===== config.mk =====
export PLATFORM = sky130hd
export DESIGN_NAME = msp_cfg
export DESIGN_NICKNAME = d
export VERILOG_FILES = /design/src/sv/msp_pkg.sv /design/src/sv/msp_cfg.sv
export SDC_FILE = /design/constraint.sdc
export NUM_CORES = 1
export LEC_CHECK = 0
export BUFFER_PORTS_ARGS = -buffer_cell sky130_fd_sc_hd__buf_4
export CAP_MARGIN = 0
export CORE_MARGIN = 5
export CORE_UTILIZATION = 40
export CTS_CLUSTER_SIZE = 12
export DETAILED_ROUTE_END_ITERATION = 8
export PLACE_DENSITY = 0.65
export SLEW_MARGIN = 10
export SYNTH_ARGS = -nofsm -noshare
export SYNTH_HDL_FRONTEND = slang
export SYNTH_SLANG_ARGS = --single-unit

===== constraint.sdc =====
create_clock -name clk -period 1.5 [get_ports clk]
set_input_delay 0.075 -clock clk [delete_from_list [all_inputs] [get_ports clk]]
set_output_delay 0.075 -clock clk [all_outputs]
set_load 0.01 [all_outputs]

===== src/sv/msp_pkg.sv =====
`timescale 1ns / 1ps

package msp_pkg;

  // defaults for the top-level parameters
  localparam int CHANNELS_DEFAULT      = 4;
  localparam int GAIN_FRAC_DEFAULT     = 8;
  localparam int QUEUE_DEPTH           = 8;

  // field widths
  localparam int CH_W       = 2;
  localparam int SPEED_W    = 16;
  localparam int GAIN_W     = 16;
  localparam int LIM_W      = 15;
  localparam int ILIM_W     = 20;
  localparam int ERR_W      = 16;
  localparam int INTEG_W    = 21;
  localparam int DIFF_W     = 17;
  localparam int CFG_IDX_W  = 3;
  localparam int CFG_DATA_W = 20;
  localparam int IN_DATA_W  = 40;
  localparam int OUT_DATA_W = 40;

  // configuration register indexes
  localparam logic [CFG_IDX_W-1:0] REG_KP         = 3'd0;
  localparam logic [CFG_IDX_W-1:0] REG_KI         = 3'd1;
  localparam logic [CFG_IDX_W-1:0] REG_KD         = 3'd2;
  localparam logic [CFG_IDX_W-1:0] REG_ERR_LIMIT  = 3'd3;
  localparam logic [CFG_IDX_W-1:0] REG_DEAD_ZONE  = 3'd4;
  localparam logic [CFG_IDX_W-1:0] REG_INT_LIMIT  = 3'd5;
  localparam logic [CFG_IDX_W-1:0] REG_OUT_LIMIT  = 3'd6;

  // reset values
  localparam logic [GAIN_W-1:0] KP_RESET        = 16'd1280;
  localparam logic [GAIN_W-1:0] KI_RESET        = 16'd0;
  localparam logic [GAIN_W-1:0] KD_RESET        = 16'd0;
  localparam logic [LIM_W-1:0]  ERR_LIMIT_RESET = 15'd5000;
  localparam logic [LIM_W-1:0]  DEAD_ZONE_RESET = 15'd0;
  localparam logic [ILIM_W-1:0] INT_LIMIT_RESET = 20'd5000;
  localparam logic [LIM_W-1:0]  OUT_LIMIT_RESET = 15'd5000;

  typedef struct packed {
    logic [GAIN_W-1:0] kp;
    logic [GAIN_W-1:0] ki;
    logic [GAIN_W-1:0] kd;
    logic [LIM_W-1:0]  error_limit;
    logic [LIM_W-1:0]  dead_zone;
    logic [ILIM_W-1:0] integral_limit;
    logic [LIM_W-1:0]  output_limit;
  } cfg_t;

  // state-update result handed to the gain path
  typedef struct packed {
    logic                      valid;
    logic [CH_W-1:0]           ch;
    logic signed [ERR_W-1:0]   e;
    logic signed [INTEG_W-1:0] integ;
    logic signed [DIFF_W-1:0]  d;
  } upd_t;

  typedef struct packed {
    logic                      valid;
    logic [CH_W-1:0]           ch;
    logic signed [SPEED_W-1:0] value;
  } res_t;

endpackage


===== src/sv/msp_cfg.sv =====
`timescale 1ns / 1ps

module msp_cfg (
  input  logic                             clk,
  input  logic                             rst,
  input  logic                             cfg_valid,
  output logic                             cfg_ready,
  input  logic [msp_pkg::CFG_IDX_W-1:0]    cfg_index,
  input  logic [msp_pkg::CFG_DATA_W-1:0]   cfg_data,
  output msp_pkg::cfg_t                    cfg
);

  assign cfg_ready = 1'b1;

  always_ff @(posedge clk) begin
    if (rst) begin
      cfg.kp             <= msp_pkg::KP_RESET;
      cfg.ki             <= msp_pkg::KI_RESET;
      cfg.kd             <= msp_pkg::KD_RESET;
      cfg.error_limit    <= msp_pkg::ERR_LIMIT_RESET;
      cfg.dead_zone      <= msp_pkg::DEAD_ZONE_RESET;
      cfg.integral_limit <= msp_pkg::INT_LIMIT_RESET;
      cfg.output_limit   <= msp_pkg::OUT_LIMIT_RESET;
    end else if (cfg_valid) begin
      case (cfg_index)
        msp_pkg::REG_KP:        cfg.kp             <= cfg_data[15:0];
        msp_pkg::REG_KI:        cfg.ki             <= cfg_data[15:0];
        msp_pkg::REG_KD:        cfg.kd             <= cfg_data[15:0];
        msp_pkg::REG_ERR_LIMIT: cfg.error_limit    <= cfg_data[14:0];
        msp_pkg::REG_DEAD_ZONE: cfg.dead_zone      <= cfg_data[14:0];
        msp_pkg::REG_INT_LIMIT: cfg.integral_limit <= cfg_data[19:0];
        msp_pkg::REG_OUT_LIMIT: cfg.output_limit   <= cfg_data[14:0];
        default: ;
      endcase
    end
  end

endmodule


Word-level counts from Yosys, hierarchy flattened
Cells that the tools add are included.
Widths: inputs -> output; s select.
{"block": "word_totals", "reg_bits": 113, "in_bits": 26, "word_cells": 21}
{"block": "classes", "eq_ne": 6, "n_reduce_logical": 8}
{"op": "$reduce_and 2->1", "n": 7}
{"op": "$eq 3x3->1 const B", "n": 3}
{"op": "$eq 3x2->1 const B", "n": 2}
{"op": "$eq 3x1->1 const B", "n": 1}
{"op": "$logic_not 3->1", "n": 1}

Depth between registers and ports, before layout
{"block": "depth", "depth_word": 2, "depth_mapped": 5}

Least setup slack after synthesis
No wires, ideal clock.
{"block": "synth_timing", "kind": "input port to flip-flop", "startpoint": "input cfg_index[1] (netlist name)", "endpoint": "register cfg[105] (netlist name)", "setup_ps": 126, "arrival_time_ps": 1115, "t_required_ps": 1374, "setup_slack_ps": 259, "path_stages": 5, "path_buffers": 3, "cell_sequence": "buf_2 -> or4b_1 -> buf_6 -> buf_8 -> mux2i_1"}
{"block": "synth_via", "elab_chain_len": 2}
{"item": "start: declaration", "line_no": "msp_cfg.sv:8", "source": "input logic [msp_pkg::CFG_IDX_W-1:0] cfg_index,"}
{"item": "$logic_not 3->1", "line_no": "msp_cfg.sv:25", "source": "case (cfg_index)"}
{"item": "$reduce_and 2->1 (no source line)"}
{"item": "end: declaration", "line_no": "msp_cfg.sv:10", "source": "output msp_pkg::cfg_t cfg"}
No other way between the ends.
A chain may end at the register's enable or synchronous reset.

Worst setup path in the final report
{"block": "layout_timing", "startpoint": "register cfg[86] (netlist name)", "endpoint": "output cfg[86] (netlist name)"}
No word-level cell between the ends.

==> results.ini <==
[status]
status=finished clean

[critical_path]
ff2ff_setup_slack_ns=0.86
worst_setup_path_end_kind=output pin
crit_family=flip-flops
crit_slowest_cell=dfxtp_1
rr_endpoint=cfg[31]
critPathRequiredTime_ns=1.42
crit_chain=buf_4
cp_slowest_stage_delay_ns=0.36
r2r-start=cfg[31]
critical_path_class=reg -> out
rr_worst_depth=2
crit_buf_inv=1
start_kind=register
arrival_ns=0.99
critPathMaxFanout=2

[timing]
setup_viol=0
hold_viol=0
hold_slack_ns=0.0264
finalCritPeriodShare=0.710
layout_setup_ws_ns=0.435
clock-skew-final_ns=0
min_period_ns=1.06
timing.setup.tns_ns=0
clock.fmax_mhz=939
slew_viol_final=0
rsz0062_at_grt=no

[clock_tree]
htreeDepth=4
clkSinkCount=113
insertion_delay_ns=0.50
root_buffer=clkbuf_8
cts_resized=0
cts_tree=built
numCtsBuffers=17
clk_pin_slew_ns=0.06
cts.path.max_buffers=2

[layout]
regMostFlops=cfg
antenna_cells=0
fillers=944
largest_reg_flops=113
drive_above_1_share=0.325
multi_input_area_sq_mm=0.00205
reg.largest.list=cfg: 113 flops
regArea_sq_mm=0.00226
nNetsFinal=583
stdcell_count=710
syn_to_final_growth_pct=44.7

[placed_design]
port_buffers=138
hpwl_um=8320
place_ws_ns=0.245
place_congestion=0.809
post-place-cells=667

[synth]
netlist_area_sq_mm=0.00446
synth_top_area_cell=dfxtp_1
synth-warning-count=0
synth_cell_types=16
synth_seq_area_share=0.507
ys.flop_type=dfxtp_1
synth_fp_nets=433
ys_top_cells_by_area=dfxtp_1, mux2i_1, nand2b_1
yosysMostFrequentCell=nand2b_1
avgSynthCellArea_sq_um=11.0
synthArstFlopShare=0
ys_seq_elements=113
syn_inst=407
synth_common_cells=nand2b_1, dfxtp_1, mux2i_1
synth_edf_count=0
synth_top_area_frac=0.507

[power]
vdd.ir_drop.worst_uv=611
power_frac_seq=0.371
intPower_w=0.00670
p_switching_w=0.00169
p_per_area_mw_per_mm2=1300
combPwrFrac=0.064
p_clk_frac=0.565
leakagePower_nw=3.23
p_sw_frac=0.202

[global_route]
overflow=0
grt_pass1_vias=3552
grt_usage=0.184
antenna_found_initial=0
grt_max_degree=62
grt_pass1_wl_um=19000

[routing]
routed_wirelength_um=11800
first_iter_violations=87
drt_pass1_iterations=4
post_drt_wl_per_cell_um=16.6
vias=3369
ant_nets=0
drc_errors=0
viasPerCell=4.75

[floorplan]
start_util=0.410
io_pins=140
die_w_um=116
rows=38
die_h_um=116
die_area_sq_mm=0.0134
core-area_sq_mm=0.0109

[min_path]
holdPathEnd=cfg[29]
worstHoldStart=cfg_data[14]
hold-path-cell-count=3
min_path_type=in -> reg

[flow_run]
max_cap_violations=0

[worst min-delay path: stages]
cell	delay [ns]
buf_4	0.08
nand2b_1	0.16
mux2i_1	0.16
[area by class of cell]
class,instances,area share
clock inverter,12,0.0391
sequential,113,0.350
timing repair buffer,163,0.196
multi-input combinational,262,0.317
tap,140,0.0271
clock buffer,20,0.0705
[worst max path at each step]
stage                             from  endpoint  slack, ns  cells past startpoint
after floorplan           cfg_index[1]  cfg[105]       0.26                      5
after global placement    cfg_index[0]  cfg[108]       0.26                      4
after detailed placement  cfg_index[0]  cfg[103]       0.25                      4
after CTS                      cfg[84]   cfg[84]       0.40                      1
after global routing           cfg[84]   cfg[84]       0.38                      1
final                          cfg[86]   cfg[86]       0.44                      1
[timing repair]
| item | 4_1_cts | 5_1_grt |
|---|---|---|
| hold buffers | 11 | 0 |
| hold endpoints to repair | 43 | 0 |
| setup buffers | 0 | 0 |
| setup endpoints to repair | 0 | 0 |
[power groups by stage]
stage	Clock, W	Combinational, W	Sequential [W]
3_3_place_gp	0	0.000515	0.00317
6_report	0.00474	0.000541	0.00311
2_1_floorplan	0	0.000255	0.00320
3_5_place_dp	0	0.000521	0.00317
5_1_grt	0.00498	0.000586	0.00312
4_1_cts	0.00482	0.000547	0.00311
[cells by family after synthesis]
| logic type | count (synthesis) | synth area share |
|---|---|---|
| and+or+nand+nor | 148 | 0.202 |
| muxes | 113 | 0.253 |
| DFF | 113 | 0.507 |
| buffers and inverters | 32 | 0.0376 |
| other | 1 | 0.000840 |
[per-stage QoR]
step,area (sq um),util,total power (W)
6_report,6460,0.593,0.00839
5_1_grt,6460,0.593,0.00868
3_3_place_gp,5640,0.518,0.00369
3_5_place_dp,5640,0.518,0.00369
4_1_cts,6460,0.593,0.00848
2_1_floorplan,4460,-,0.00345
[routing by layer]
metal,part of all wire,track usage
met3,0.074,0.0736
met4,0.0087,0.0541
met2,0.47,0.291
met1,0.45,0.233
met5,0,0
[cell usage in the layout, fill, tap and decap left out]
cell           count
and4b_1            1
buf_12             1
buf_4            151
bufinv_16          7
clkbuf_16         16
clkbuf_8           4
clkinv_4           4
clkinvlp_4         1
conb_1             1
dfxtp_1          113
dlygate4sd3_1     11
mux2i_1          113
nand2b_1         116
nand4b_1           3
nand4bb_1          2
nor2_1            23
nor4b_1            1
nor4bb_4           1
or4b_1             1
Note: power is estimated with default switching activity, not from simulation.
