## src/sv/msp_pkg.sv

```systemverilog
`timescale 1ns / 1ps

package msp_pkg;

  // defaults for the top-level parameters
  localparam int CHANNELS_DEFAULT      = 4;
  localparam int GAIN_FRAC_DEFAULT     = 8;
  localparam int QUEUE_DEPTH           = 8;

  // field widths
  localparam int CH_W       = 2;
  localparam int SPEED_W    = 16;
  localparam int GAIN_W     = 16;
  localparam int LIM_W      = 15;
  localparam int ILIM_W     = 20;
  localparam int ERR_W      = 16;
  localparam int INTEG_W    = 21;
  localparam int DIFF_W     = 17;
  localparam int CFG_IDX_W  = 3;
  localparam int CFG_DATA_W = 20;
  localparam int IN_DATA_W  = 40;
  localparam int OUT_DATA_W = 40;

  // configuration register indexes
  localparam logic [CFG_IDX_W-1:0] REG_KP         = 3'd0;
  localparam logic [CFG_IDX_W-1:0] REG_KI         = 3'd1;
  localparam logic [CFG_IDX_W-1:0] REG_KD         = 3'd2;
  localparam logic [CFG_IDX_W-1:0] REG_ERR_LIMIT  = 3'd3;
  localparam logic [CFG_IDX_W-1:0] REG_DEAD_ZONE  = 3'd4;
  localparam logic [CFG_IDX_W-1:0] REG_INT_LIMIT  = 3'd5;
  localparam logic [CFG_IDX_W-1:0] REG_OUT_LIMIT  = 3'd6;

  // reset values
  localparam logic [GAIN_W-1:0] KP_RESET        = 16'd1280;
  localparam logic [GAIN_W-1:0] KI_RESET        = 16'd0;
  localparam logic [GAIN_W-1:0] KD_RESET        = 16'd0;
  localparam logic [LIM_W-1:0]  ERR_LIMIT_RESET = 15'd5000;
  localparam logic [LIM_W-1:0]  DEAD_ZONE_RESET = 15'd0;
  localparam logic [ILIM_W-1:0] INT_LIMIT_RESET = 20'd5000;
  localparam logic [LIM_W-1:0]  OUT_LIMIT_RESET = 15'd5000;

  typedef struct packed {
    logic [GAIN_W-1:0] kp;
    logic [GAIN_W-1:0] ki;
    logic [GAIN_W-1:0] kd;
    logic [LIM_W-1:0]  error_limit;
    logic [LIM_W-1:0]  dead_zone;
    logic [ILIM_W-1:0] integral_limit;
    logic [LIM_W-1:0]  output_limit;
  } cfg_t;

  // state-update result handed to the gain path
  typedef struct packed {
    logic                      valid;
    logic [CH_W-1:0]           ch;
    logic signed [ERR_W-1:0]   e;
    logic signed [INTEG_W-1:0] integ;
    logic signed [DIFF_W-1:0]  d;
  } upd_t;

  typedef struct packed {
    logic                      valid;
    logic [CH_W-1:0]           ch;
    logic signed [SPEED_W-1:0] value;
  } res_t;

endpackage

```

## src/sv/msp_gain_path.sv

```systemverilog
`timescale 1ns / 1ps

module msp_gain_path #(
  parameter int GAIN_FRACTION_BITS = msp_pkg::GAIN_FRAC_DEFAULT
) (
  input  logic          clk,
  input  logic          rst,
  input  msp_pkg::upd_t upd,
  input  msp_pkg::cfg_t cfg,
  output msp_pkg::res_t res
);

  localparam int SUM_W = 40;
  localparam logic [SUM_W-1:0] FRAC_MASK = (SUM_W'(1) << GAIN_FRACTION_BITS) - SUM_W'(1);

  // products
  logic                     p_valid;
  logic [msp_pkg::CH_W-1:0] p_ch;
  logic signed [32:0]       p_kp;
  logic signed [37:0]       p_ki;
  logic signed [33:0]       p_kd;

  always_ff @(posedge clk) begin
    if (rst) begin
      p_valid <= 1'b0;
    end else begin
      p_valid <= upd.valid;
    end
    p_ch <= upd.ch;
    p_kp <= 33'($signed({1'b0, cfg.kp})) * 33'(upd.e);
    p_ki <= 38'($signed({1'b0, cfg.ki})) * 38'(upd.integ);
    p_kd <= 34'($signed({1'b0, cfg.kd})) * 34'(upd.d);
  end

  // exact sum
  logic                     s_valid;
  logic [msp_pkg::CH_W-1:0] s_ch;
  logic signed [SUM_W-1:0]  s_sum;

  always_ff @(posedge clk) begin
    if (rst) begin
      s_valid <= 1'b0;
    end else begin
      s_valid <= p_valid;
    end
    s_ch  <= p_ch;
    s_sum <= $signed({{7{p_kp[32]}}, p_kp}) + $signed({{2{p_ki[37]}}, p_ki})
           + $signed({{6{p_kd[33]}}, p_kd});
  end

  // scale toward zero, then output clamp
  logic signed [SUM_W-1:0] adj;
  logic signed [SUM_W-1:0] q;
  logic signed [SUM_W-1:0] olim_pos;
  logic signed [SUM_W-1:0] olim_neg;
  logic signed [SUM_W-1:0] q_cl;

  always_comb begin
    adj      = s_sum[SUM_W-1] ? (s_sum + $signed(FRAC_MASK)) : s_sum;
    q        = adj >>> GAIN_FRACTION_BITS;
    olim_pos = $signed({25'd0, cfg.output_limit});
    olim_neg = -olim_pos;
    if (q > olim_pos) begin
      q_cl = olim_pos;
    end else if (q < olim_neg) begin
      q_cl = olim_neg;
    end else begin
      q_cl = q;
    end
  end

  always_ff @(posedge clk) begin
    if (rst) begin
      res.valid <= 1'b0;
    end else begin
      res.valid <= s_valid;
    end
    res.ch    <= s_ch;
    res.value <= q_cl[msp_pkg::SPEED_W-1:0];
  end

endmodule

```

## config.mk

```make
export PLATFORM = sky130hd
export DESIGN_NAME = msp_gain_path
export DESIGN_NICKNAME = d
export VERILOG_FILES = /design/src/sv/msp_pkg.sv /design/src/sv/msp_gain_path.sv
export SDC_FILE = /design/constraint.sdc
export NUM_CORES = 2
export LEC_CHECK = 0
export ABC_AREA = 1
export BUFFER_PORTS_ARGS = -buffer_cell sky130_fd_sc_hd__buf_2
export CORE_MARGIN = 2
export CORE_UTILIZATION = 55
export DETAILED_ROUTE_END_ITERATION = 16
export PLACE_DENSITY = 0.73
export SYNTH_ARGS = -nofsm -noshare
export SYNTH_HDL_FRONTEND = slang
export SYNTH_SLANG_ARGS = --single-unit
```

## constraint.sdc

```tcl
create_clock -name clk -period 14.6 [get_ports clk]
set_clock_uncertainty 0.1 [all_clocks]
set_input_delay 0 -clock clk [delete_from_list [all_inputs] [get_ports clk]]
set_output_delay 0 -clock clk [all_outputs]
set_load 0.05 [all_outputs]
```

* Word-level counts from Yosys, hierarchy flattened
Index checks and enable logic that the tools add are counted.
Cells by class: multiplexer cells 3, bitwise operators 0, reductions and logical operators 0, multiply operators 3, shift operators 0, eq/ne operators 0, divide/modulo/power cells 0, magnitude comparators 2, add/sub/neg operators 4
Operators with widths (number):
- 39-bit by 34-bit adder with 40-bit output | 1
- 40-bit by 9-bit adder with 40-bit output (second input constant) | 1
- 32-bit by 40-bit < comparator with 1-bit output | 1
- 40-bit 2-to-1 mux | 1
- 15-bit negator with 40-bit output | 1
- 33-bit by 38-bit adder with 39-bit output | 1
- 17-bit by 21-bit multiplier with 38-bit output | 1
- 17-bit by 17-bit multiplier with 34-bit output | 1
- 17-bit by 16-bit multiplier with 33-bit output | 1
- 32-bit by 16-bit > comparator with 1-bit output | 1
- 16-bit 2-to-1 mux | 1
- 15-bit 2-to-1 mux | 1
Word-level totals: ROM bits 0, register bits after elaboration 170, memories 0, input bits 172, latch bits 0, output and inout port bits 19, bits in writable memories 0

* Depth between registers and ports, before layout
depth after elaboration 5, depth in mapped cells 29, depth with buffers taken out 27

* Worst setup path after synthesis
OpenSTA, ideal clock, no wires.
path kind input -> register, from input port cfg[70] (netlist name), to register p_kd[31], path buffers 2, data arrival time 5302 ps, setup slack 9071 ps, required time 14373 ps, stages on the path 21, cell sequence clkbuf_1 clkbuf_1 nand2_1 fa_1 inv_1 fa_1 fa_1 fa_1 fa_1 inv_1 fa_1 inv_1 ha_1 a21oi_1 a21boi_0 o21ai_0 nand2_1 nand3_1 a21boi_0 o21ai_0 xor2_1
Between the ends: cells in the longest elaborated chain, start to end 1
RTL lines:
- from (decl) | line msp_gain_path.sv:9 | input msp_pkg::cfg_t cfg,
- 17-bit by 17-bit multiplier with 34-bit output | line msp_gain_path.sv:32 | p_kd <= 34'($signed({1'b0, cfg.kd})) * 34'(upd.d);
- to (signal assigned) | line msp_gain_path.sv:32
- to (decl) | line msp_gain_path.sv:21 | logic signed [33:0] p_kd;
No other way between the ends. A chain may end at the register's enable or synchronous reset.

* Worst setup path in the final report
from input port upd[16] (netlist name), to register p_kd[28]
Between the ends: cells in the longest elaborated chain, start to end 1
RTL lines:
- from (decl) | line msp_gain_path.sv:8 | input msp_pkg::upd_t upd,
- 17-bit by 17-bit multiplier with 34-bit output | line msp_gain_path.sv:32
No other way between the ends.

==> qor.yml <==
status: "complete, but fails checks"
violations: "DRC"
via_count: 31809
fmax_mhz: 167.6
cap_violations: 0
fin_crit_ns: 5.967
hold_viol_final: 0
grt_max_degree: 22
via_per_inst: 5.173
setup_viol: 0
reg2regPathDepth: 18
synthFlopType: "dfxtp_1"
r2r-start: "s_sum[18]$_DFF_P_"
wl_um: 95560
synth_enable_flop_cells: 0
synth_fp_nets: 6585
busiest_layer: "met2"
port-buffer-count: 140
drc: 1
syn_inst: 5198
postRouteAntennaNets: 0
cts_buffer_depth: 2
cts_root_buf: "clkbuf_16"
syn2layout_area_growth_pct: 4.931
cp-end-kind: "flip-flop"
rr_endpoint: "res[15]$_SDFF_PP0_"
multi_input_area_um2: 31190
dpl.hpwl_um: 80140
core_area_um2: 73210
synth_warnings: 0
grt_pass1_vias: 33536
dieHeight_um: 276.2
synth_cell_types: 46
netlist_area_um2: 40750
cts_made_buffers: 17
cp_common_cell: "fa_1"
critical_path.endpoint: "p_kd[28]$_DFF_P_"
globalRouteMet3Util: 0.03034
fin_crit_sh: 0.4087
seq_area_frac_synth: 0.08351
grt-ovfl-total: 0
start_util: 0.5567
ff_latch_area_um2: 3403
placementRows: 99
r2r_slack_ns: 9.30
layoutNonFillerInstCount: 6149
cts_tree: "built"
grt_pass1_wl_um: 163700
syn_area_per_cell_um2: 7.840
htreeDepth: 4
tightest_slew_ns: 0.8354
critPathLaunchType: "input pin"
layout_setup_ws_ns: 8.633
fill_cells: 6682
antenna-diode-count: 0
async_flop_share: 0
crit_path_start: "upd[16]"
drive_above_1_share: 0.03950
final_nets: 6564
gr-usage-all-layers: 0.2606
first_pass_iters: 12
place_congestion: 0.9153
clk_pin_slew_ns: 0.06
pre_cts_ws_ns: 8.311
antenna_found_initial: 0
clock-sinks: 170
critPathKind: "input pin to flip-flop"
placed_cells: 6092
critical_path_required_ns: 14.83
use_met1: 0.3519
path_max_fanout: 16
drt-wirelength-per-cell_um: 15.54
crit_arrival_ns: 6.20
synth-seq-cells: 170
drt_iter0_drc: 1934
rsz0062_at_grt: "no"
dieArea_um2: 76290
max_slew_margin: 0.4414
clock_latency_ns: 0.44
grt_use_met2: 0.4539
cp_slowest_cell: "fa_1"
fin_tns_setup_ns: 0
hold_class: "input pin to flip-flop"
fp.dieW_um: 276.2
path_cells: "buf_2 > inv_1 > or2_2 > fa_1 > fa_1 > inv_1 > fa_1 > fa_1 > fa_1 > inv_1 > fa_1 > inv_1 > ha_1 > nand2_1 > nor2_1 > nand2_1 > o21ai_0 > a21oi_1 > o21bai_1 > a21oi_1 > xnor2_1"
cpPeakStageDelay_ns: 0.55
slew_violations: 0
ios: 191
==> how the worst min path moves through the flow <==
stage / from / end / slack (ns) / depth (start not counted)
3_3_place_gp: upd[54] / p_ch[0]$_DFF_P_ / 0.01 / 1
2_1_floorplan: upd[54] / p_ch[0]$_DFF_P_ / -0.07 / 0
5_1_grt: upd[1] / p_kd[1]$_DFF_P_ / 0.08 / 4
6_report: upd[1] / p_kd[1]$_DFF_P_ / 0.06 / 4
4_1_cts: upd[1] / p_kd[1]$_DFF_P_ / 0.03 / 4
3_5_place_dp: upd[54] / p_ch[0]$_DFF_P_ / 0.01 / 1
==> state kept, by name (all words and copies together), names as in the netlist <==
register  flops
p_kp         33
p_kd         34
p_ch          2
res          19
s_sum        40
p_ki         38
p_valid       1
s_valid       1
s_ch          2
==> placed cells by master, fill, tap and decap left out, types with 78 or more instances in the layout <==
master	n
inv_1	1431
nand2_1	1241
fa_1	777
ha_1	438
a21oi_1	184
nor2_1	181
dfxtp_1	170
buf_2	140
o21ai_0	96
xor2_1	91
nand3_1	78
==> cells in the mapped netlist, drive strengths merged (2+ instances only) <==
library cell / count / share of area
a211oi: 2 / 0.00037
a21boi: 7 / 0.0013
a21o: 23 / 0.0042
a21oi: 184 / 0.023
a221oi: 3 / 0.00064
a31oi: 16 / 0.0025
and2: 3 / 0.00046
and3: 2 / 0.00031
buf: 7 / 0.00098
clkbuf: 198 / 0.018
dfxtp: 170 / 0.084
fa: 777 / 0.38
ha: 438 / 0.13
inv: 1433 / 0.13
nand2: 1244 / 0.11
nand3: 81 / 0.011
nand3b: 14 / 0.0029
nand4: 45 / 0.0069
nor2: 188 / 0.018
nor3: 37 / 0.0048
nor3b: 4 / 0.00074
nor4: 10 / 0.0015
o2111ai: 2 / 0.00043
o211ai: 13 / 0.0024
o21a: 11 / 0.0020
o21ai: 98 / 0.012
o21bai: 8 / 0.0015
o221ai: 4 / 0.00086
or2: 16 / 0.0025
xnor2: 66 / 0.014
xor2: 91 / 0.020
==> critical path: cells and delay by family <==
| kind | cells | cell delay (ns) |
|---|---|---|
| xor gates and xnor gates | 1 | 0.13 |
| buffers and inverters | 5 | 0.59 |
| and+or+nand+nor | 4 | 0.89 |
| AOI/OAI and AO/OA | 4 | 1.04 |
| adders and majority gates | 7 | 3.53 |
==> per-stage QoR <==
step                hold slack (ns)  utilization  instance area [um2]
detailed placement          0.01024       0.5719                41870
finish                      0.05549       0.5841                42760
global route                0.08344       0.5841                42760
floorplan                  -0.07228            -                40750
global placement            0.01431       0.5719                41870
CTS                         0.03115       0.5841                42760
==> layer usage <==
layer,vias to the layer above,part of all wire
met5,-,0
met4,0,0.017
met3,127,0.058
met2,983,0.49
met1,15583,0.44
li1,15116,-
==> area by class of cell <==
cell class              count  area share
multi-input cells        3390      0.7293
inverters                1433      0.1258
flip-flops and latches    170     0.07959
well taps                 959     0.02806
repair buffers            165     0.02224
clock buffers              19     0.01012
clock inverters            13    0.004886
==> logic make-up (layout without fill, tap and decap cells) <==
group                    after synthesis  in the layout  synth area share
buffers and inverters               1638           1630            0.1512
AO/OA/AOI/OAI                        374            374           0.05180
AND/OR/NAND/NOR                     1644           1644            0.1636
flip-flops                           170            170           0.08351
XOR/XNOR                             157            157           0.03374
adder cells (fa/ha/maj)             1215           1215            0.5162
==> timing repair <==
action	4_1_cts	5_1_grt
setup buffers	0	0
endpoints found under the setup margin	0	0
hold endpoints to repair	23	0
resized for setup	0	0
hold buffers	25	0
Power is left out: the tool's default activity adds up to more than one toggle a clock period on the data nets, which glitch-free logic cannot reach.
