==> src/sv/msp_pkg.sv <==
`timescale 1ns / 1ps

package msp_pkg;

  // defaults for the top-level parameters
  localparam int CHANNELS_DEFAULT      = 4;
  localparam int GAIN_FRAC_DEFAULT     = 8;
  localparam int QUEUE_DEPTH           = 8;

  // field widths
  localparam int CH_W       = 2;
  localparam int SPEED_W    = 16;
  localparam int GAIN_W     = 16;
  localparam int LIM_W      = 15;
  localparam int ILIM_W     = 20;
  localparam int ERR_W      = 16;
  localparam int INTEG_W    = 21;
  localparam int DIFF_W     = 17;
  localparam int CFG_IDX_W  = 3;
  localparam int CFG_DATA_W = 20;
  localparam int IN_DATA_W  = 40;
  localparam int OUT_DATA_W = 40;

  // configuration register indexes
  localparam logic [CFG_IDX_W-1:0] REG_KP         = 3'd0;
  localparam logic [CFG_IDX_W-1:0] REG_KI         = 3'd1;
  localparam logic [CFG_IDX_W-1:0] REG_KD         = 3'd2;
  localparam logic [CFG_IDX_W-1:0] REG_ERR_LIMIT  = 3'd3;
  localparam logic [CFG_IDX_W-1:0] REG_DEAD_ZONE  = 3'd4;
  localparam logic [CFG_IDX_W-1:0] REG_INT_LIMIT  = 3'd5;
  localparam logic [CFG_IDX_W-1:0] REG_OUT_LIMIT  = 3'd6;

  // reset values
  localparam logic [GAIN_W-1:0] KP_RESET        = 16'd1280;
  localparam logic [GAIN_W-1:0] KI_RESET        = 16'd0;
  localparam logic [GAIN_W-1:0] KD_RESET        = 16'd0;
  localparam logic [LIM_W-1:0]  ERR_LIMIT_RESET = 15'd5000;
  localparam logic [LIM_W-1:0]  DEAD_ZONE_RESET = 15'd0;
  localparam logic [ILIM_W-1:0] INT_LIMIT_RESET = 20'd5000;
  localparam logic [LIM_W-1:0]  OUT_LIMIT_RESET = 15'd5000;

  typedef struct packed {
    logic [GAIN_W-1:0] kp;
    logic [GAIN_W-1:0] ki;
    logic [GAIN_W-1:0] kd;
    logic [LIM_W-1:0]  error_limit;
    logic [LIM_W-1:0]  dead_zone;
    logic [ILIM_W-1:0] integral_limit;
    logic [LIM_W-1:0]  output_limit;
  } cfg_t;

  // state-update result handed to the gain path
  typedef struct packed {
    logic                      valid;
    logic [CH_W-1:0]           ch;
    logic signed [ERR_W-1:0]   e;
    logic signed [INTEG_W-1:0] integ;
    logic signed [DIFF_W-1:0]  d;
  } upd_t;

  typedef struct packed {
    logic                      valid;
    logic [CH_W-1:0]           ch;
    logic signed [SPEED_W-1:0] value;
  } res_t;

endpackage

==> src/sv/msp_out_queue.sv <==
`timescale 1ns / 1ps

module msp_out_queue (
  input  logic                              clk,
  input  logic                              rst,
  input  msp_pkg::res_t                     res,
  output logic                              m_axis_tvalid,
  input  logic                              m_axis_tready,
  output logic [msp_pkg::OUT_DATA_W-1:0]    m_axis_tdata
);

  localparam int PW = $clog2(msp_pkg::QUEUE_DEPTH);
  localparam int CW = $clog2(msp_pkg::QUEUE_DEPTH + 1);
  localparam int EW = msp_pkg::CH_W + msp_pkg::SPEED_W;

  logic [EW-1:0] q_mem [msp_pkg::QUEUE_DEPTH];
  logic [PW-1:0] wr_ptr;
  logic [PW-1:0] rd_ptr;
  logic [CW-1:0] count;
  logic          push;
  logic          pop;
  logic [EW-1:0] head;

  assign push = res.valid;
  assign pop  = m_axis_tvalid && m_axis_tready;

  always_ff @(posedge clk) begin
    if (push) begin
      q_mem[wr_ptr] <= {res.value, res.ch};
    end
  end

  always_ff @(posedge clk) begin
    if (rst) begin
      wr_ptr <= '0;
      rd_ptr <= '0;
      count  <= '0;
    end else begin
      if (push) begin
        wr_ptr <= wr_ptr + PW'(1);
      end
      if (pop) begin
        rd_ptr <= rd_ptr + PW'(1);
      end
      case ({push, pop})
        2'b10:   count <= count + CW'(1);
        2'b01:   count <= count - CW'(1);
        default: count <= count;
      endcase
    end
  end

  assign head          = q_mem[rd_ptr];
  assign m_axis_tvalid = (count != '0);
  // channel, value, high byte, low byte, zero pad
  assign m_axis_tdata  = {6'd0, head[9:2], head[17:10], head[17:2], head[1:0]};

endmodule

==> config.mk <==
export PLATFORM = sky130hd
export DESIGN_NAME = msp_out_queue
export DESIGN_NICKNAME = d
export VERILOG_FILES = /design/src/sv/msp_pkg.sv /design/src/sv/msp_out_queue.sv
export SDC_FILE = /design/constraint.sdc
export NUM_CORES = 1
export LEC_CHECK = 0
export BUFFER_PORTS_ARGS = -buffer_cell sky130_fd_sc_hd__buf_2
export CAP_MARGIN = 20
export CORE_UTILIZATION = 53
export CTS_CLUSTER_DIAMETER = 100
export CTS_CLUSTER_SIZE = 25
export DETAILED_ROUTE_END_ITERATION = 16
export MAX_ROUTING_LAYER = met4
export PLACE_DENSITY_LB_ADDON = 0.3
export SYNTH_ARGS = -nofsm -noshare
export SYNTH_HDL_FRONTEND = slang
export SYNTH_SLANG_ARGS = --single-unit
==> constraint.sdc <==
create_clock -name clk -period 2.7 [get_ports clk]
set_clock_uncertainty 0.15 [all_clocks]
set_input_delay 0.27 -clock clk [delete_from_list [all_inputs] [get_ports clk]]
set_output_delay 0.27 -clock clk [all_outputs]
set_load 0.01 [all_outputs]
; After elaboration in Yosys (flattened, before gate mapping)
; Memory sizes are Yosys's and may differ from the RTL's. A register that Yosys moved wholly into a read port is not among the register bits.
; Cells that the tools add are included.
[classes]
addsub = 4
mul = 0
div_mod_pow = 0
magnitude_cmp = 0
eq_ne = 2
shift = 0
n_mux = 5
bitwise_logic = 0
n_reduce_logical = 3
[ops]
columns = cell, n
row1 = $pmux W4 S2, 1
row2 = $add A3 B1 Y3 const B, 2
row3 = $mux W3, 2
row4 = $add A4 B1 Y4 const B, 1
row5 = $reduce_bool A4 Y1, 1
row6 = $sub A4 B1 Y4 const B, 1
row7 = $eq A2 B1 Y1 const B, 1
row8 = $eq A2 B2 Y1 const B, 1
row9 = $mux W1, 2
row10 = $reduce_bool A2 Y1, 1
row11 = $logic_and A1 B1 Y1, 1
[word_totals]
regBits = 10
latch_bits = 0
ram_bits = 144
mem_bits_ro = 0
inputBits = 22
output_inout_bits = 41
word_cells = 18
memories = 1
[mem_list]
columns = memory, words, word_bits, read_ports, rd_ports_with_merged_regs, write_ports, line
row1 = q_mem, 8, 18, 1, 1, 1, msp_out_queue.sv:16  ; logic [EW-1:0] q_mem [msp_pkg::QUEUE_DEPTH];

; Logic depth before layout (Yosys ltp)
; Gate-level depths: netlist (run 1).
[depth]
word_depth = 4
ltp_mapped = 10
ltp_nobuf = 10

; Least setup slack after synthesis (run 1)
; Ideal clock, no wire load.
[synth_timing]
kind = register to register
start = register count[1]
end = register count[3]
setup_time_ns = 0.121
arrival_time_ns = 2.321
slack_ns = 0.108
stages_incl_launch_ff = 10
synth_period_minus_slack_ns = 2.592
path_cell_list = dfxtp_1 or4_4 nand2_1 inv_1 ha_1 clkbuf_1 nor4b_1 a41oi_1 o41ai_1 mux2_2
[synth_via]
elab_chain_len = 4
elab_cells_between_ends = 8
classes_between = 2 x add/sub / 2 x eq/ne / 1 x mux / 3 x reduce/logical
[synth_rtl]
columns = item, line
row1 = "start, declared", msp_out_queue.sv:19  ; logic [CW-1:0] count;
row2 = "start signal, assigned", msp_out_queue.sv:46  ; 2'b10: count <= count + CW'(1);
row3 = "start signal, assigned", msp_out_queue.sv:47  ; 2'b01: count <= count - CW'(1);
row4 = "start signal, assigned", msp_out_queue.sv:48  ; default: count <= count;
row5 = $reduce_bool A4 Y1 *, msp_out_queue.sv:54  ; assign m_axis_tvalid = (count != '0);
row6 = via m_axis_tvalid, msp_out_queue.sv:7  ; output logic m_axis_tvalid,
row7 = $logic_and A1 B1 Y1 *, msp_out_queue.sv:25  ; assign pop = m_axis_tvalid && m_axis_tready;
row8 = $eq A2 B1 Y1 / $eq A2 B2 Y1 (equally long branches), msp_out_queue.sv:45  ; case ({push, pop})
row9 = $pmux W4 S2 / $reduce_bool A2 Y1 (equally long branches), n/a
; Mark *: on every way through the listed nets, which the timed path passes. The rest lies on a longest branch.
; A chain may end at the register's enable or synchronous reset.

; Worst setup path after layout (run 1)
[layout_timing]
start = register count[1]
end = register count[3]
[layout_via]
elab_chain_len = 4
elab_cells_between_ends = 8
classes_between = 2 x add/sub / 2 x eq/ne / 1 x mux / 3 x reduce/logical
[layout_rtl]
columns = item
row1 = "parallel branches: the longest is 4 deep, another holds $sub A4 B1 Y4"
; Several ways; the timed one is not identified.

==> impl_metrics.json, run 1 <==
{
  "start_util_pct": 54.87,
  "drt_iter0_drc": 142,
  "route.vias.total": 3017,
  "path_max_fanout": 7,
  "drive_above_1_share_pct": 33.92,
  "ant_nets": 0,
  "tns_ns": 0,
  "grt_max_degree": 29,
  "ys_ff_latch": 157,
  "final-max-slew-violation-count": 0,
  "syn_area_um2": 6346,
  "worstSetupEndpointType": "register",
  "antenna_found_initial": 0,
  "period_needed_ns": 2.656,
  "wl_mm": 10.86,
  "coreArea_um2": 11560,
  "drc": 4,
  "portBuffers": 56,
  "cts_max_level": 4,
  "ir_worst_vdd_mv": 0.4870,
  "final_cell_mix": "144 x edfxtp_1, 56 x buf_2, 36 x mux4_1, 20 x mux2_2, 18 x dlygate4sd3_1",
  "min-delay-start": "m_axis_tready",
  "power_density_nw_per_um2": 828.8,
  "place_congestion": 0.6994,
  "grt_pass1_wl_mm": 17.17,
  "cp_num_buf_inv": 1,
  "clock_sinks": 157,
  "synthFlopType": "edfxtp_1",
  "synthDistinctLibCells": 28,
  "p_total_mw": 6.250,
  "worst_pin_slew_ns": 0.6308,
  "grt.overflow.total": 0,
  "r2r.worst_path.cells": 8,
  "netlist_instances": 303,
  "wl_per_cell_um": 20.18,
  "cts_made_buffers": 17,
  "clk_latency_ns": 0.41,
  "num_rows": 39,
  "crit_path_top_delay_cell": "or4_4",
  "ys_async_sr_fraction_pct": 0,
  "period_share_pct": 98.36,
  "grt_pass1_vias": 3190,
  "layout.nets": 409,
  "area_growth_pct": 18.83,
  "avgSynthCellArea_um2": 20.94,
  "firstDrtPassIters": 10,
  "mostFrequentLayoutCell": "edfxtp_1",
  "dieArea_um2": 12420,
  "die_w_um": 111.4,
  "crit_family": "simple AND/OR/NAND/NOR gates",
  "path_clk_slew_ns": 0.06,
  "violations": "DRC",
  "hpwl_mm": 6.629,
  "synth_edf_count": 144,
  "hold_viol_final": 0,
  "antenna_cells": 0,
  "fmax_mhz": 376.5,
  "slew_headroom_pct": 57.72,
  "viasPerCell": 5.608,
  "seq_area_frac_synth_pct": 72.24,
  "hold_path_depth": 3,
  "power_leakage_nw": 2.634,
  "ys_warn_count": 0,
  "crit_path_start": "count[1]",
  "crit_type": "register to register",
  "cp.depth": 8,
  "arrival_ns": 2.81,
  "drv_cap": 0,
  "crit_required_ns": 2.86,
  "r2r_start": "count[1]",
  "grt_usage_pct": 19.67,
  "status": "finished with violations",
  "setup_viol": 0,
  "crit_path_start_kind": "register",
  "min_path_type": "input pin to register",
  "crit_chain": "or4_4 > nand2_2 > inv_1 > ha_1 > nor4b_2 > a41oi_1 > o41ai_1 > mux2_2",
  "cts_buffer_depth": 2,
  "ios": 63,
  "rsz0062_at_grt": "true",
  "max_stage_delay_ns": 0.56,
  "die_h_um": 111.4,
  "root_buffer": "clkbuf_16",
  "cts_tree": "built"
}
[synth_stat cells, drive strengths merged (3+ instances only)]
master / n / share of area, %
buf: 30 / 3.5
nor2: 15 / 0.89
mux2: 20 / 3.5
xor2: 6 / 0.83
a21oi: 3 / 0.24
clkbuf: 4 / 0.28
nand2b: 3 / 0.30
edfxtp: 144 / 68
dfxtp: 13 / 4.1
nand2: 6 / 0.35
mux4: 36 / 15
nor3: 3 / 0.24
ha: 5 / 0.99
[final timing paths]
check / endpoint / slack [ns]
min: rd_ptr[1] / 0.02
max: count[3] / 0.04
max reg2reg: count[3] / 0.04
min reg2reg: rd_ptr[1] / 0.33
[worst reg2reg max path, stage by stage, from the launching register on]
cell and delay [ns]:
dfxtp_2 0.35, or4_4 0.56, nand2_2 0.11, inv_1 0.07, ha_1 0.39, nor4b_2 0.35, a41oi_1 0.09, o41ai_1 0.10
mux2_2 0.37
[registers in the layout, summed over array words and instances, names as in the netlist, named ones only]
signal,count
count,4
q_mem,144
wr_ptr,3
rd_ptr,3
[timing repair]
action | 4_1_cts | 5_1_grt
resized for setup | 3 | 3
setup endpoints to repair | 2 | 2
setup buffers | 0 | 0
hold buffers | 18 | 0
endpoints found under the hold margin | 144 | 0
[metrics by stage]
step / util [%] / instance area (um2) / worst slack [ns] / cells / hold slack [ns]
2_1_floorplan: - / 6365 / 0.1083 / 308 / 0.2189
3_3_place_gp: 58.87 / 6808 / 0.1338 / 488 / 0.3299
3_5_place_dp: 58.87 / 6808 / -0.06499 / 488 / 0.3293
4_1_cts: 65.15 / 7535 / 0.02114 / 538 / 0.006737
5_1_grt: 65.21 / 7541 / -0.06038 / 538 / 0.01293
6_report: 65.21 / 7541 / 0.04420 / 538 / 0.01833
[power by group]
| part | switching [mW] | internal [mW] | leakage [nW] |
|---|---|---|---|
| combinational | 0.589 | 0.677 | 0.960 |
| sequential | 0.101 | 2.76 | 1.42 |
| clock | 0.866 | 1.26 | 0.259 |
[layout make-up]
class	count	area, um2
clock buffers	20	436.7
clock inverters	12	98.84
fillers	752	4024
inverters	2	7.507
multi-input cells	115	1570
flip-flops and latches	157	4588
well taps	143	178.9
repair buffers	89	660.6
[layer usage]
layer / routed length, um / track usage (%)
met1: 4655 / 23.60
met2: 5566 / 32.00
met3: 490 / 5.934
met4: 148 / 6.667
met5: 0 / -
[logic make-up (layout without fill, tap and decap cells)]
kind of cell / count (synthesis) / after routing / synth area share, %
multiplexers: 58 / 58 / 18.77
AO/OA/AOI/OAI: 6 / 6 / 0.5914
adder cells (fa/ha/maj): 5 / 5 / 0.9858
other: 1 / 6 / 0.05909
buffers and inverters: 36 / 123 / 3.943
XOR/XNOR: 7 / 7 / 0.9661
AND/OR/NAND/NOR: 33 / 33 / 2.445
flip-flops: 157 / 157 / 72.24
No activity file was read; power rests on OpenSTA's default activity.
==> run 2: changes to the inputs <==
--- a/config.mk
+++ b/config.mk
@@ -7,7 +7,7 @@
 export LEC_CHECK = 0
 export BUFFER_PORTS_ARGS = -buffer_cell sky130_fd_sc_hd__buf_2
 export CAP_MARGIN = 20
-export CORE_UTILIZATION = 53
+export CORE_UTILIZATION = 40
 export CTS_CLUSTER_DIAMETER = 100
 export CTS_CLUSTER_SIZE = 25
 export DETAILED_ROUTE_END_ITERATION = 16
==> run 2 against run 1 <==
- the run now ends clean
- cell count is 14% higher
- critical path depth increased by 2
- register-to-register slack better by 0.07 ns
- routed wire length increased by 3.7%
- fmax rose by 2.6%
- first-iteration DRC count grew 11%
- cell area is 2.0% higher
- combinational power up 3%
- critical endpoint is now count[2]
- largest cell class unchanged
==> impl_metrics.json, run 2 (synthesis gave the netlist of run 1 again) <==
{
  "fmax_mhz": 386.2,
  "crit_required_ns": 2.90,
  "coreArea_um2": 15310,
  "grt_max_degree": 21,
  "power_leakage_nw": 2.677,
  "regMostFlops": "q_mem",
  "crit_family": "simple AND/OR/NAND/NOR gates",
  "crit_chain": "or4_4 > nand2_2 > inv_2 > ha_4 > xor2_1 > ha_1 > a21oi_2 > xor2_1 > or3_1 > a21oi_1",
  "hold_viol_final": 0,
  "internal-power_mw": 4.885,
  "dieArea_um2": 16370,
  "regArea_um2": 4588,
  "top_regs": "q_mem: 144 flops, count: 4 flops",
  "power_density_nw_per_um2": 846.1,
  "p_total_mw": 6.508,
  "hold_path_depth": 2,
  "arrival_ns": 2.79,
  "wl_mm": 11.26,
  "switchingPower_mw": 1.623,
  "cts_max_level": 4,
  "grt_pass1_wl_mm": 17.37,
  "fill_cells": 1258,
  "drt_iter0_drc": 157,
  "min-delay-start": "rst",
  "place_ws_ns": -0.06413,
  "drc": 0,
  "die_h_um": 128.0,
  "setup_ws_ns": 0.1108,
  "rsz0062_at_grt": "false",
  "post_cts_buffers": 0,
  "grt_usage_pct": 15.44,
  "largest_reg_flops": 144,
  "drv_cap": 0,
  "cts_tree": "built",
  "clk_latency_ns": 0.42,
  "cts_buffer_depth": 2,
  "portBuffers": 56,
  "wl_per_cell_um": 18.39,
  "period_needed_ns": 2.589,
  "max_stage_delay_ns": 0.57,
  "path_max_fanout": 6,
  "r2r_start": "count[1]",
  "hpwl_mm": 6.993,
  "area_growth_pct": 21.21,
  "grt.overflow.total": 0,
  "grtUsageMet1_pct": 19.48,
  "whs_endpoint": "count[1]",
  "tns_ns": 0,
  "final-max-slew-violation-count": 0,
  "path_clk_slew_ns": 0.06,
  "seq_power_share_pct": 43.4,
  "layout.nets": 415,
  "place_congestion": 0.7401,
  "cp_num_buf_inv": 1,
  "grt_pass1_vias": 3110,
  "multi_input_area_um2": 1607,
  "num_rows": 45,
  "final_cell_mix": "144 x edfxtp_1, 56 x buf_2, 36 x mux4_1, 20 x mux2_2, 20 x buf_4",
  "crit_type": "register to register",
  "r2r.worst_path.cells": 10,
  "clkPwrFrac_pct": 36.4,
  "utilization_pct": 50.23,
  "top_usage_layer": "met2",
  "root_buffer": "clkbuf_16",
  "antenna_cells": 0,
  "p_comb_share_pct": 20.2,
  "use_met2_pct": 24.23,
  "met3_usage_pct": 4.215,
  "viasPerCell": 4.938,
  "crit_path_top_delay_cell": "or4_4",
  "critPathMostFrequentCell": "xor2_1",
  "status": "completed",
  "mostFrequentLayoutCell": "edfxtp_1",
  "route.vias.total": 3022,
  "worstSetupEndpointType": "register",
  "die_w_um": 128.0,
  "firstDrtPassIters": 4,
  "netSwitchingFraction_pct": 24.94,
  "crit_path_start_kind": "register",
  "antenna_found_initial": 0,
  "ant_nets": 0,
  "reg2reg_slack_ns": 0.11,
  "cts_made_buffers": 17,
  "period_share_pct": 95.90,
  "ir_worst_vdd_mv": 0.4761,
  "start_util_pct": 41.44,
  "worstReg2RegEnd": "count[2]",
  "drive_above_1_share_pct": 36.16,
  "clock_sinks": 157,
  "setup_viol": 0,
  "min_path_type": "input pin to register",
  "ios": 63
}
-- run 2: changes by cell type in the layout (fill, tap and decap cells not counted), sizes merged --
cell,change
buf,+6
bufinv,+2
clkbuf,-2
clkinv,-3
inv,+3
-- run 2: timing repair --
action / 4_1_cts / 5_1_grt
endpoints found under the hold margin: 144 / 0
hold buffers: 18 / 0
setup endpoints to repair: 2 / 2
gates resized for setup: 4 / 8
-- run 2: worst max-delay path by stage --
stage / from / endpoint / cells past startpoint
after floorplan: count[1] / count[3] / 9
after global placement: count[1] / count[3] / 8
after detailed placement: count[1] / count[3] / 8
after CTS: count[1] / count[2] / 10
after global routing: count[1] / count[2] / 10
final: count[1] / count[2] / 10
-- run 2: power groups by stage --
| stage | logic, mW | clock network (mW) | registers, mW |
|---|---|---|---|
| 2_1_floorplan | 0.999 | 0 | 2.85 |
| 3_3_place_gp | 1.23 | 0 | 2.86 |
| 3_5_place_dp | 1.25 | 0 | 2.87 |
| 4_1_cts | 1.29 | 2.42 | 2.82 |
| 5_1_grt | 1.43 | 2.52 | 2.84 |
| 6_report | 1.31 | 2.37 | 2.83 |
-- run 2: metrics by stage --
stage	area (um2)	hold WS (ns)	instances
after floorplan	6365	0.2189	308
after global placement	6863	0.3348	562
after detailed placement	6863	0.3363	562
after CTS	7655	0.009776	612
after global routing	7692	0.02308	612
final	7692	0.02031	612
-- run 2: area by class of cell --
cell class                 count  area share [%]
clock buffer                  18           5.579
clock inverter                14           2.163
inverter                       2         0.09759
multi-input combinational    115           20.88
sequential                   157           59.65
tap                          211           3.432
timing repair buffer          95           8.198
-- run 2: worst register-to-register path: cells and delay by family, from the launching register on --
kind,cells,cell delay [ns]
buf+inv,1,0.07
fa+ha+maj,2,0.39
compound gates,2,0.29
flops,1,0.36
xor+xnor,2,0.26
simple gates,3,1.00
-- run 2: routing by layer --
layer | vias to the layer above | share of wire [%] | wire, um
met5 | - | 0 | 0
met4 | 0 | 1.2 | 132
met3 | 14 | 3.4 | 384
met2 | 70 | 50 | 5581
met1 | 1546 | 46 | 5157
li1 | 1392 | - | -
==> run 3: changes to the inputs <==
==> constraint.sdc (replaced) <==
create_clock -name clk -period 2.2 [get_ports clk]
set_clock_uncertainty 0.15 [all_clocks]
set_input_delay 0.22 -clock clk [delete_from_list [all_inputs] [get_ports clk]]
set_output_delay 0.22 -clock clk [all_outputs]
set_load 0.01 [all_outputs]
==> run 3 against run 2 <==
- the run now ends with setup timing left
- die area stayed put
- critical endpoint is now m_axis_tdata[3]
- highest routed layer unchanged
- largest power group unchanged
- critical path type is now register to output port
- core utilization is 2.6 points higher
- via count is 0.96% higher
==> impl_metrics.json, run 3 (synthesis gave the netlist of run 1 again) <==
{
  "path_clk_slew_ns": 0.06,
  "place_congestion": 0.7164,
  "regMostFlops": "q_mem",
  "root_buffer": "clkbuf_16",
  "clock_sinks": 157,
  "reg2reg_slack_ns": -0.12,
  "power_leakage_nw": 2.806,
  "tns_ns": -6.296,
  "fmax_mhz": 414.6,
  "hold_viol_final": 0,
  "multi_input_area_um2": 1588,
  "cts_max_level": 4,
  "grt_pass1_vias": 3220,
  "mostFrequentLayoutCell": "edfxtp_1",
  "largest_reg_flops": 144,
  "num_rows": 45,
  "status": "finished with violations",
  "crit_path_top_delay_cell": "mux4_1",
  "period_needed_ns": 2.412,
  "grt_max_degree": 21,
  "violations": "setup timing",
  "viasPerCell": 4.851,
  "area_growth_pct": 27.60,
  "whs_ns": 0.3536,
  "cp_num_buf_inv": 2,
  "dieArea_um2": 16370,
  "layout.nets": 433,
  "cts_tree": "built",
  "worstSetupEndpointType": "output port",
  "crit_path_start_kind": "register",
  "regArea_um2": 4589,
  "start_util_pct": 41.44,
  "hpwl_mm": 6.818,
  "top_regs": "q_mem: 144 flops, count: 4 flops",
  "clk_latency_ns": 0.41,
  "rsz0062_at_grt": "true",
  "period_share_pct": 109.6,
  "arrival_ns": 2.04,
  "die_h_um": 128.0,
  "power_density_nw_per_um2": 1086,
  "coreArea_um2": 15310,
  "antenna_found_initial": 0,
  "crit_type": "register to output port",
  "crit_required_ns": 1.83,
  "cts_made_buffers": 17,
  "min_path_type": "register to register",
  "die_w_um": 128.0,
  "route.vias.total": 3051,
  "setup_ws_ns": -0.2117,
  "antenna_cells": 0,
  "wl_mm": 12.05,
  "ant_nets": 0,
  "crit_chain": "buf_12 > mux4_1 > mux2_4 > buf_2",
  "setup_viol": 36,
  "ios": 63,
  "crit_family": "multiplexers",
  "grt_usage_pct": 15.65,
  "max_stage_delay_ns": 0.56,
  "grt_pass1_wl_mm": 17.53,
  "portBuffers": 56,
  "drt_iter0_drc": 206,
  "path_max_fanout": 6,
  "cts_buffer_depth": 2,
  "drive_above_1_share_pct": 46.65,
  "grt.overflow.total": 0,
  "firstDrtPassIters": 4,
  "ir_worst_vdd_mv": 0.5685,
  "drc": 0,
  "fill_cells": 1224,
  "wl_per_cell_um": 19.16,
  "drv_cap": 0,
  "final-max-slew-violation-count": 0,
  "final_cell_mix": "144 x edfxtp_1, 33 x mux4_2, 31 x buf_6, 29 x buf_4, 26 x buf_2"
}
## run 3: changes by cell type in the layout (fill, tap and decap cells not counted), moves of 9 or more
cell and delta:
buf_2 -30, mux2_2 -17, buf_4 +9, mux4_2 +33
mux4_1 -33, mux2_4 +17, buf_6 +31
## run 3: worst paths after layout
check / startpoint / end / depth (start not counted)
setup / recovery: register / m_axis_tdata[3] / 4
hold / removal: rd_ptr[1] / rd_ptr[1] / 2
setup reg to reg: count[2] / count[2] / 10
hold reg to reg: rd_ptr[1] / rd_ptr[1] / 2
## run 3: final cells by class
type,count,area share [%]
inverters,2,0.1236
clock buffers,17,5.253
flip-flops and latches,157,56.67
multi-input cells,115,19.61
well taps,211,3.260
repair buffers,113,12.96
clock inverters,14,2.117
## run 3: report_power, final
part | leakage (nW) | switching (mW) | internal [mW]
combinational | 1.11 | 0.968 | 1.44
sequential | 1.42 | 0.0929 | 3.39
clock | 0.282 | 1.12 | 1.78
total | 2.81 | 2.18 | 6.61
## run 3: tightest hold or removal path: stages (launching register included)
cell and delay [ns]:
dfxtp_1 0.31, nand2_1 0.05, a21oi_1 0.08
## run 3: routing by layer
layer	GRT usage (%)	up-vias	part of all wire (%)
li1	-	1402	-
met1	17.71	1568	44
met2	26.53	73	52
met3	3.464	8	3.0
met4	7.266	0	1.2
met5	-	-	0
## run 3: through the flow
step | cell area, um2 | total power, mW | utilization, % | std cells | setup WS, ns
global placement | 7004 | 5.240 | 45.74 | 572 | -0.1142
CTS | 7929 | 8.454 | 51.77 | 626 | -0.2190
detailed placement | 7004 | 5.280 | 45.74 | 572 | -0.1414
floorplan | 6439 | 4.822 | - | 308 | -0.1743
finish | 8098 | 8.790 | 52.88 | 629 | -0.2117
global route | 8098 | 9.168 | 52.88 | 629 | -0.2635
## run 3: repair_timing
item / CTS / global route
setup endpoints to repair: 36 / 36
hold endpoints to repair: 154 / 0
resized for setup: 30 / 60
hold buffers: 21 / 0
cloned: 1 / 3
pin swaps: 3 / 0
buffers inserted: 1 / 0
